==> config.mk <==
export PLATFORM = sky130hd
export DESIGN_NAME = vrx_cordic
export DESIGN_NICKNAME = d
export VERILOG_FILES = /design/src/vector_rotate_xyz_top_defines.svh /design/src/vrx_pkg.sv /design/src/vrx_cordic.sv
export SDC_FILE = /design/constraint.sdc
export NUM_CORES = 2
export LEC_CHECK = 0
export BUFFER_PORTS_ARGS = -buffer_cell sky130_fd_sc_hd__clkbuf_2
export CAP_MARGIN = 5
export CORE_AREA = 2 2 663 665
export DETAILED_ROUTE_END_ITERATION = 6
export DIE_AREA = 0 0 665 667
export PLACE_DENSITY = 0.37
export SYNTH_ARGS = -nofsm -noshare
export SYNTH_HDL_FRONTEND = slang
export SYNTH_SLANG_ARGS = --single-unit
export TNS_END_PERCENT = 5
==> constraint.sdc <==
create_clock -name clk -period 5.51 [get_ports clk]
set_input_delay 1.102 -clock clk [delete_from_list [all_inputs] [get_ports clk]]
set_output_delay 1.102 -clock clk [all_outputs]
set_load 0.01 [all_outputs]
==> src/vector_rotate_xyz_top_defines.svh <==
// assertion macros shared by the rotate block
`ifndef VECTOR_ROTATE_XYZ_TOP_DEFINES_SVH
`define VECTOR_ROTATE_XYZ_TOP_DEFINES_SVH

// same-cycle implication, off while reset is low
`define VRX_ASSERT_IMP(lbl, clk, rst_n, ante, cons, msg) \
  lbl: assert property (@(posedge clk) disable iff (!rst_n) (ante) |-> (cons)) \
    else $error(msg);

// next-cycle implication, checked during reset as well
`define VRX_ASSERT_NEXT(lbl, clk, ante, cons, msg) \
  lbl: assert property (@(posedge clk) (ante) |=> (cons)) else $error(msg);

`endif

==> src/vrx_pkg.sv <==
// shared widths, types and tables of the rotate block
`default_nettype none

package vrx_pkg;

  // coordinate and angle formats (coordinates carry 16 fraction bits)
  localparam int COORD_W = 32;
  localparam int ANGLE_W = 16;

  // cordic core: 30 fraction bits, a few guard bits for growth
  localparam int CORDIC_STAGES = 16;
  localparam int ATAN_COUNT    = 24;
  localparam int CORDIC_N      = (CORDIC_STAGES < ATAN_COUNT) ? CORDIC_STAGES : ATAN_COUNT;
  localparam int CORE_FRAC     = 30;
  localparam int CORE_W        = CORE_FRAC + 3;
  localparam int GAIN_INV      = 652032874;

  // sine and cosine format, and the product path
  localparam int TRIG_FRAC = 61 - COORD_W;
  localparam int TRIG_W    = TRIG_FRAC + 2;
  localparam int RND_W     = CORE_W + 16;
  localparam int PROD_W    = COORD_W + TRIG_W;
  localparam int SUM_W     = PROD_W + 1;

  // pipeline depths
  localparam int CORDIC_LAT = CORDIC_N + 2;
  localparam int ROT_LAT    = 2;
  localparam int TOTAL_LAT  = CORDIC_LAT + 3 * ROT_LAT;

  typedef logic signed [COORD_W-1:0] coord_t;
  typedef logic signed [ANGLE_W-1:0] angle_t;
  typedef logic signed [CORE_W-1:0]  core_t;
  typedef logic signed [TRIG_W-1:0]  trig_t;

  typedef struct packed {
    coord_t x;
    coord_t y;
    coord_t z;
  } coord_vec_t;

  // cosine, sine and the zero-angle bypass flag of one axis
  typedef struct packed {
    trig_t c;
    trig_t s;
    logic  skip;
  } trig_pair_t;

  // atan(2^-i) in turn units, 2^32 per full turn
  function automatic core_t atan_turn(input int unsigned idx);
    core_t v;
    unique case (idx)
      0:  v = core_t'(32'h20000000);
      1:  v = core_t'(32'h12E4051E);
      2:  v = core_t'(32'h09FB385B);
      3:  v = core_t'(32'h051111D4);
      4:  v = core_t'(32'h028B0D43);
      5:  v = core_t'(32'h0145D7E1);
      6:  v = core_t'(32'h00A2F61E);
      7:  v = core_t'(32'h00517C55);
      8:  v = core_t'(32'h0028BE53);
      9:  v = core_t'(32'h00145F2F);
      10: v = core_t'(32'h000A2F98);
      11: v = core_t'(32'h000517CC);
      12: v = core_t'(32'h00028BE6);
      13: v = core_t'(32'h000145F3);
      14: v = core_t'(32'h0000A2FA);
      15: v = core_t'(32'h0000517D);
      16: v = core_t'(32'h000028BE);
      17: v = core_t'(32'h0000145F);
      18: v = core_t'(32'h00000A30);
      19: v = core_t'(32'h00000518);
      20: v = core_t'(32'h0000028C);
      21: v = core_t'(32'h00000146);
      22: v = core_t'(32'h000000A3);
      23: v = core_t'(32'h00000051);
      default: v = '0;
    endcase
    return v;
  endfunction

endpackage

`default_nettype wire

==> src/vrx_cordic.sv <==
// pipelined sine and cosine of one binary angle
`default_nettype none

module vrx_cordic import vrx_pkg::*; (
  input  logic       clk,
  input  angle_t     angle,
  output trig_pair_t trig
);

  localparam logic signed [RND_W-1:0] TRIG_LIM = RND_W'(1) <<< TRIG_FRAC;

  logic [31:0] turn;
  logic        flip_in;
  core_t       z_in;

  core_t x_r    [CORDIC_N+1];
  core_t y_r    [CORDIC_N+1];
  core_t z_r    [CORDIC_N+1];
  logic  flip_r [CORDIC_N+1];
  logic  zero_r [CORDIC_N+1];

  core_t                    vx, vy;
  logic signed [RND_W-1:0]  rnd_x, rnd_y;
  logic signed [RND_W-1:0]  cl_x, cl_y;
  trig_pair_t               trig_r;

  // fold the angle into the right half plane, remember the flip
  assign turn    = {angle, {(32-ANGLE_W){1'b0}}};
  assign flip_in = turn[31] ^ turn[30];
  assign z_in    = core_t'($signed({turn[30], turn[30:0]}));

  always_ff @(posedge clk) begin
    x_r[0]    <= core_t'(GAIN_INV);
    y_r[0]    <= '0;
    z_r[0]    <= z_in;
    flip_r[0] <= flip_in;
    zero_r[0] <= (angle == '0);
    for (int i = 0; i < CORDIC_N; i++) begin
      if (!z_r[i][CORE_W-1]) begin
        x_r[i+1] <= x_r[i] - (y_r[i] >>> i);
        y_r[i+1] <= y_r[i] + (x_r[i] >>> i);
        z_r[i+1] <= z_r[i] - atan_turn(i);
      end else begin
        x_r[i+1] <= x_r[i] + (y_r[i] >>> i);
        y_r[i+1] <= y_r[i] - (x_r[i] >>> i);
        z_r[i+1] <= z_r[i] + atan_turn(i);
      end
      flip_r[i+1] <= flip_r[i];
      zero_r[i+1] <= zero_r[i];
    end
  end

  assign vx = flip_r[CORDIC_N] ? -x_r[CORDIC_N] : x_r[CORDIC_N];
  assign vy = flip_r[CORDIC_N] ? -y_r[CORDIC_N] : y_r[CORDIC_N];

  // rescale to the product format
  if (TRIG_FRAC >= CORE_FRAC) begin : g_up
    assign rnd_x = RND_W'(vx) <<< (TRIG_FRAC - CORE_FRAC);
    assign rnd_y = RND_W'(vy) <<< (TRIG_FRAC - CORE_FRAC);
  end else begin : g_dn
    localparam int DN = CORE_FRAC - TRIG_FRAC;
    localparam logic signed [RND_W-1:0] RND_HALF = RND_W'(1) <<< (DN - 1);
    assign rnd_x = (RND_W'(vx) + RND_HALF) >>> DN;
    assign rnd_y = (RND_W'(vy) + RND_HALF) >>> DN;
  end

  always_comb begin
    cl_x = rnd_x;
    cl_y = rnd_y;
    if (rnd_x > TRIG_LIM)  cl_x = TRIG_LIM;
    if (rnd_x < -TRIG_LIM) cl_x = -TRIG_LIM;
    if (rnd_y > TRIG_LIM)  cl_y = TRIG_LIM;
    if (rnd_y < -TRIG_LIM) cl_y = -TRIG_LIM;
  end

  always_ff @(posedge clk) begin
    trig_r.c    <= trig_t'(cl_x);
    trig_r.s    <= trig_t'(cl_y);
    trig_r.skip <= zero_r[CORDIC_N];
  end

  assign trig = trig_r;

endmodule

`default_nettype wire

; Word-level counts from Yosys, hierarchy flattened
; Memories as Yosys holds them, arrays and structs flattened. A register that Yosys moved wholly into a read port is not among the register bits.
; Index checks and enable logic that the tools add are counted.
[totals]
out_inout_bits = 63
in_bits = 17
ram_bits = 1717
n_memories = 5
reg_bits = 62
word_cells = 280
[classes]
n_addsub = 99
n_mux = 116
bitwise_logic = 49
n_lt_le_gt_ge = 4
reduce_logical = 3
[mem_list]
columns = memory, words, word_bits, rd, rd_clocked_by_memory_dff, write_ports, line
row1 = x_r, 17, 33, 17, 0, 17, vrx_cordic.sv:16  ; core_t x_r [CORDIC_N+1];
row2 = y_r, 17, 33, 17, 0, 17, vrx_cordic.sv:17  ; core_t y_r [CORDIC_N+1];
row3 = z_r, 17, 33, 16, 0, 17, vrx_cordic.sv:18  ; core_t z_r [CORDIC_N+1];
row4 = flip_r, 17, 1, 17, 0, 17, vrx_cordic.sv:19  ; logic flip_r [CORDIC_N+1];
row5 = zero_r, 17, 1, 17, 1, 17, vrx_cordic.sv:20  ; logic zero_r [CORDIC_N+1];
[ops]
columns = op, count
row1 = 33-bit 2-to-1 mux, 82
row2 = 33-bit subtractor, 18
row3 = 33-bit adder, 17
row4 = "33-bit by 2-bit adder with 34-bit output, second input constant", 2
row5 = 33-bit by 18-bit adder with 33-bit output, 2
row6 = 33-bit by 19-bit adder with 33-bit output, 2
row7 = 33-bit by 20-bit adder with 33-bit output, 2
row8 = 33-bit by 21-bit adder with 33-bit output, 2
row9 = 33-bit by 22-bit adder with 33-bit output, 2
row10 = 33-bit by 23-bit adder with 33-bit output, 2
row11 = 33-bit by 24-bit adder with 33-bit output, 2
row12 = 33-bit by 25-bit adder with 33-bit output, 2
row13 = 33-bit by 26-bit adder with 33-bit output, 2
row14 = 33-bit by 27-bit adder with 33-bit output, 2
row15 = 33-bit by 28-bit adder with 33-bit output, 2
row16 = 33-bit by 29-bit adder with 33-bit output, 2
row17 = 33-bit by 30-bit adder with 33-bit output, 2
row18 = 33-bit by 31-bit adder with 33-bit output, 2
row19 = 33-bit by 32-bit adder with 33-bit output, 2
row20 = "33-bit by 31-bit > comparator with 1-bit output, second input constant", 2
row21 = "33-bit by 30-bit < comparator with 1-bit output, second input constant", 2
row22 = 33-bit negation, 2
row23 = 33-bit by 18-bit subtractor with 33-bit output, 2
row24 = 33-bit by 19-bit subtractor with 33-bit output, 2
row25 = other kinds (19), 112

; Depth between registers and ports, before layout
; An unclocked memory read counts as a cell.
[depth]
depth_word = 6
ltp_mapped = 21
depth_no_buf = 21

; Worst setup path after synthesis
; Ideal clock, no wire load.
[synth_timing]
path_kind = register to register
startpoint = memory flip_r[16][0], in the netlist flip_r[0][16]
endpoint = register trig_r (netlist bit trig[55])
synth_period_minus_slack_ps = 4579
arrival_ps = 4517
setup_slack_ps = 931
required_time_ps = 5447
setup_ps = 63
path_stages_with_launch = 19
path_buffers = 7
cell_sequence = dfxtp_1 -> buf_2 -> buf_1 -> buf_1 -> clkbuf_1 -> clkbuf_1 -> clkbuf_1 -> o21ai_0 -> ha_1 -> nand4b_1 -> a211oi_2 -> nand4_1 -> or4_1 -> a211oi_1 -> o22ai_1 -> or4_1 -> o41a_4 -> buf_6 -> nor2_2
[synth_lines]
columns = element, line
row1 = from (decl), vrx_cordic.sv:19
row2 = to (decl), vrx_cordic.sv:25  ; trig_pair_t trig_r;

==> out/results.tsv <==
stage	metric	value	unit
floorplan	Core Region	437000	um2
worst_setup_path	R2R Path Start	y_r[14][14]$_DFF_P_	
route	DRT Pass-1 Iters	6	
logic_synthesis	Yosys cell types	96	
clock_network	H-tree depth	4	
worst_setup_path	Slowest-stage cell, CP	or4_1	
route	via/cell ratio	4.73	
timing	min Tclk post-route	5130	ps
timing	Final setup viols	0	
timing	FMAX	0.195	GHz
logic_synthesis	ranking of synthesized cells by area	dfxtp_1, ha_1, xnor2_1, a21oi_1, xor2_1	
route	post-route ant nets	0	
clock_network	# clock sinks	1495	
floorplan	I/O pin cnt	80	
floorplan	Die Footprint	444000	um2
logic_synthesis	flops & latches, synth	1495	
worst_setup_path	CP Buf/Inv Count	0	
place	Port Buffers	79	
layout	Fillers	47200	
global_routing	first-pass GRT wire length	515000	um
worst_setup_path	Reg-to-Reg End	x_r[15][32]$_DFF_P_	
global_routing	pin count of the biggest net entering global routing	78	
worst_setup_path	Max FO, Critical Path	5	
global_routing	gr usage total	0.144	
route	drt total wl	329000	um
place	post-DP HPWL	268000	um
logic_synthesis	Synth top area share	0.275	
clock_network	CTS buffer count	195	
place	dpl cell area	117000	um2
run_status	run status	finished, final reports clean	
place	cell count after placement	18600	
worst_setup_path	cells on worst reg2reg path	15	
worst_setup_path	flop-to-flop setup slack	380	ps
route	via count	89800	
place	Placer Congestion	0.808	
floorplan	initial core utilization	0.249	
route	Iter 0 DRT Violations	4429	
logic_synthesis	Post-synth EDFFs	0	
logic_synthesis	sequential-to-total area share from yosys stat	0.275	
timing	RSZ-0062 raised after global routing	false	
worst_setup_path	Critical Path AT	5940	ps
clock_network	Max Root-Sink Buffers	4	
floorplan	row cnt	243	
worst_setup_path	delay-heaviest family, CP	compound AO/OA/AOI/OAI gates	
logic_synthesis	syn avg cell area	8.47	um2
worst_setup_path	kind of critical path	reg2reg	
logic_synthesis	synthesized area	109000	um2
timing	skew final	51.9	ps
worst_setup_path	crit path launch type	flop	
worst_setup_path	CP most frequent cell	or4_1	
logic_synthesis	area leader, netlist	dfxtp_1	
layout	layout cells sized above 1	0.0570	
floorplan	die width	665	um
logic_synthesis	Cells after Synth	12800	
logic_synthesis	most common flop cell mapped by yosys	dfxtp_1	
layout	non-filler cells, final	19000	
logic_synthesis	Async SR Flop Fraction	0	
worst_setup_path	worst-path cell chain	or4_1, nor3_1, and2_1, nor2_1, xor2_1, ha_1, a2111oi_0, a21oi_1, a221o_1, o31a_1, o41ai_1, o21ai_0, or4_1, a31oi_1, xnor2_1	
timing	final hold vios	0	
clock_network	clock slew at reported path FFs	60	ps
timing	slew at the pin closest to its max-slew limit	1040	ps
clock_network	CTS tree	done	
worst_hold_path	WHS Endpoint	z_r[0][27]$_DFF_P_	
worst_setup_path	CP required	6320	ps
timing	slew margin rel.	0.300	
logic_synthesis	yosys warns	0	
global_routing	initial antenna violation count	1	
timing	Sum Neg Setup Slack	0	ps
route	routed length per instance	17.3	um
worst_setup_path	critical path's largest stage delay	590	ps
timing	crit share post-route	0.930	
floorplan	Die Ht	667	um
route	DRC viols	0	
global_routing	vias in the first global route	89600	
global_routing	GRT Residual Overflow	0	
timing	Slew Viols, Final	0	
worst_hold_path	hold_sp	angle[11]	
run	max-cap violation count	0	
layout	Finished Cell Area	123000	um2
clock_network	later-pin clock latency in the skew report	900	ps
clock_network	post-CTS setup buffer count	0	
worst_hold_path	hold path cells	1	
worst_hold_path	min-delay worst type	in2reg	
logic_synthesis	Synth Net Count	14200	
layout	Final #Nets	14400	
layout	area delta synth->final	13.5	%
clock_network	clk root buf	clkbuf_16	
worst_setup_path	critical path capture point type	flop	
==> cell type report <==
type,instances,area [um2],area share
multi-input combinational,10700,76300,0.618
clock buffer,280,5720,0.0464
clock inverter,75,1100,0.00890
timing repair buffer,207,1410,0.0114
sequential,1495,30000,0.243
inverter,466,1750,0.0142
tap,5757,7200,0.0583
antenna,3,7.51,0.0000608
==> worst max-delay path by stage <==
stage,startpoint,end,slack [ps],cells after the start
after CTS,x_r[16][0]$_DFF_P_,trig[38]$_SDFF_PP0_,240,13
final,y_r[14][14]$_DFF_P_,x_r[15][32]$_DFF_P_,380,15
after detailed placement,x_r[16][0]$_DFF_P_,trig[38]$_SDFF_PP0_,280,13
after global placement,x_r[16][0]$_DFF_P_,trig[38]$_SDFF_PP0_,370,13
after global routing,y_r[8][11]$_DFF_P_,x_r[9][29]$_DFF_P_,8,18
after floorplan,flip_r[0][16]$_DFF_P_,trig[55]$_SDFF_PP0_,930,18
==> Yosys cell counts (all sizes together), types with 66 or more instances <==
master	instances
o41ai	70
a211oi	172
o21a	277
or3	81
xor2	659
a31oi	138
a21o	532
nor2	1253
nand3	222
nor4	124
inv	464
xnor2	1171
nand2	649
o211ai	75
o21ai	604
and3	118
o31ai	69
o21bai	118
nand2b	208
nor3	390
or4	66
and2	75
nor2b	166
a21oi	1281
clkbuf	152
ha	1337
dfxtp	1495
==> what timing repair did <==
item                                    in CTS  in global routing
hold buffers                                 0                  0
endpoints found under the setup margin       0                 29
resized for setup                            0                  5
==> sequential cells by signal, summed over array words and instances (netlist names) <==
name    cells
y_r       496
trig       63
x_r       470
zero_r     17
z_r       432
flip_r     17
==> layer usage <==
metal | routed length (um) | global-route usage
met1 | 148000 | 0.176
met2 | 165000 | 0.267
met3 | 7710 | 0.0145
met4 | 7560 | 0.0330
met5 | 0 | 0
==> cells by family (layout without fill, tap and decap cells) <==
| group | after synthesis | count (layout) | synth area share |
|---|---|---|---|
| buf+inv | 670 | 1028 | 0.0236 |
| compound gates | 3741 | 3741 | 0.220 |
| fa+ha+maj | 1378 | 1378 | 0.161 |
| other cells | 0 | 3 | 0 |
| mux | 112 | 112 | 0.0110 |
| simple gates | 3622 | 3622 | 0.162 |
| xor+xnor | 1830 | 1830 | 0.147 |
| flops | 1495 | 1495 | 0.275 |
==> metrics by stage <==
stage	hold slack, ps	util	setup slack [ps]
after global routing	242	0.283	7.91
after detailed placement	312	0.267	282
after CTS	205	0.283	236
after floorplan	310	-	931
final	317	0.283	385
after global placement	310	0.267	373
==> placed cells by master, fill, tap and decap left out, types with 122 or more instances in the layout <==
cell type,netlist,routed
a31oi_1,138,137
buf_4,0,124
inv_1,464,464
nor2_1,1242,1242
clkbuf_16,0,199
xor2_1,658,658
o21ai_0,603,603
a21o_1,532,532
nand2_1,649,649
nor4_1,122,122
nor2b_1,166,165
o21a_1,277,277
a211oi_1,171,171
nor3_1,389,387
nand2b_1,208,208
ha_1,1337,1337
xnor2_1,1171,1171
nand3_1,222,222
a21oi_1,1281,1281
dfxtp_1,1495,1480
Power is not shown: default switching activity piles up to over one toggle a cycle in this logic, so the estimate is an artifact.
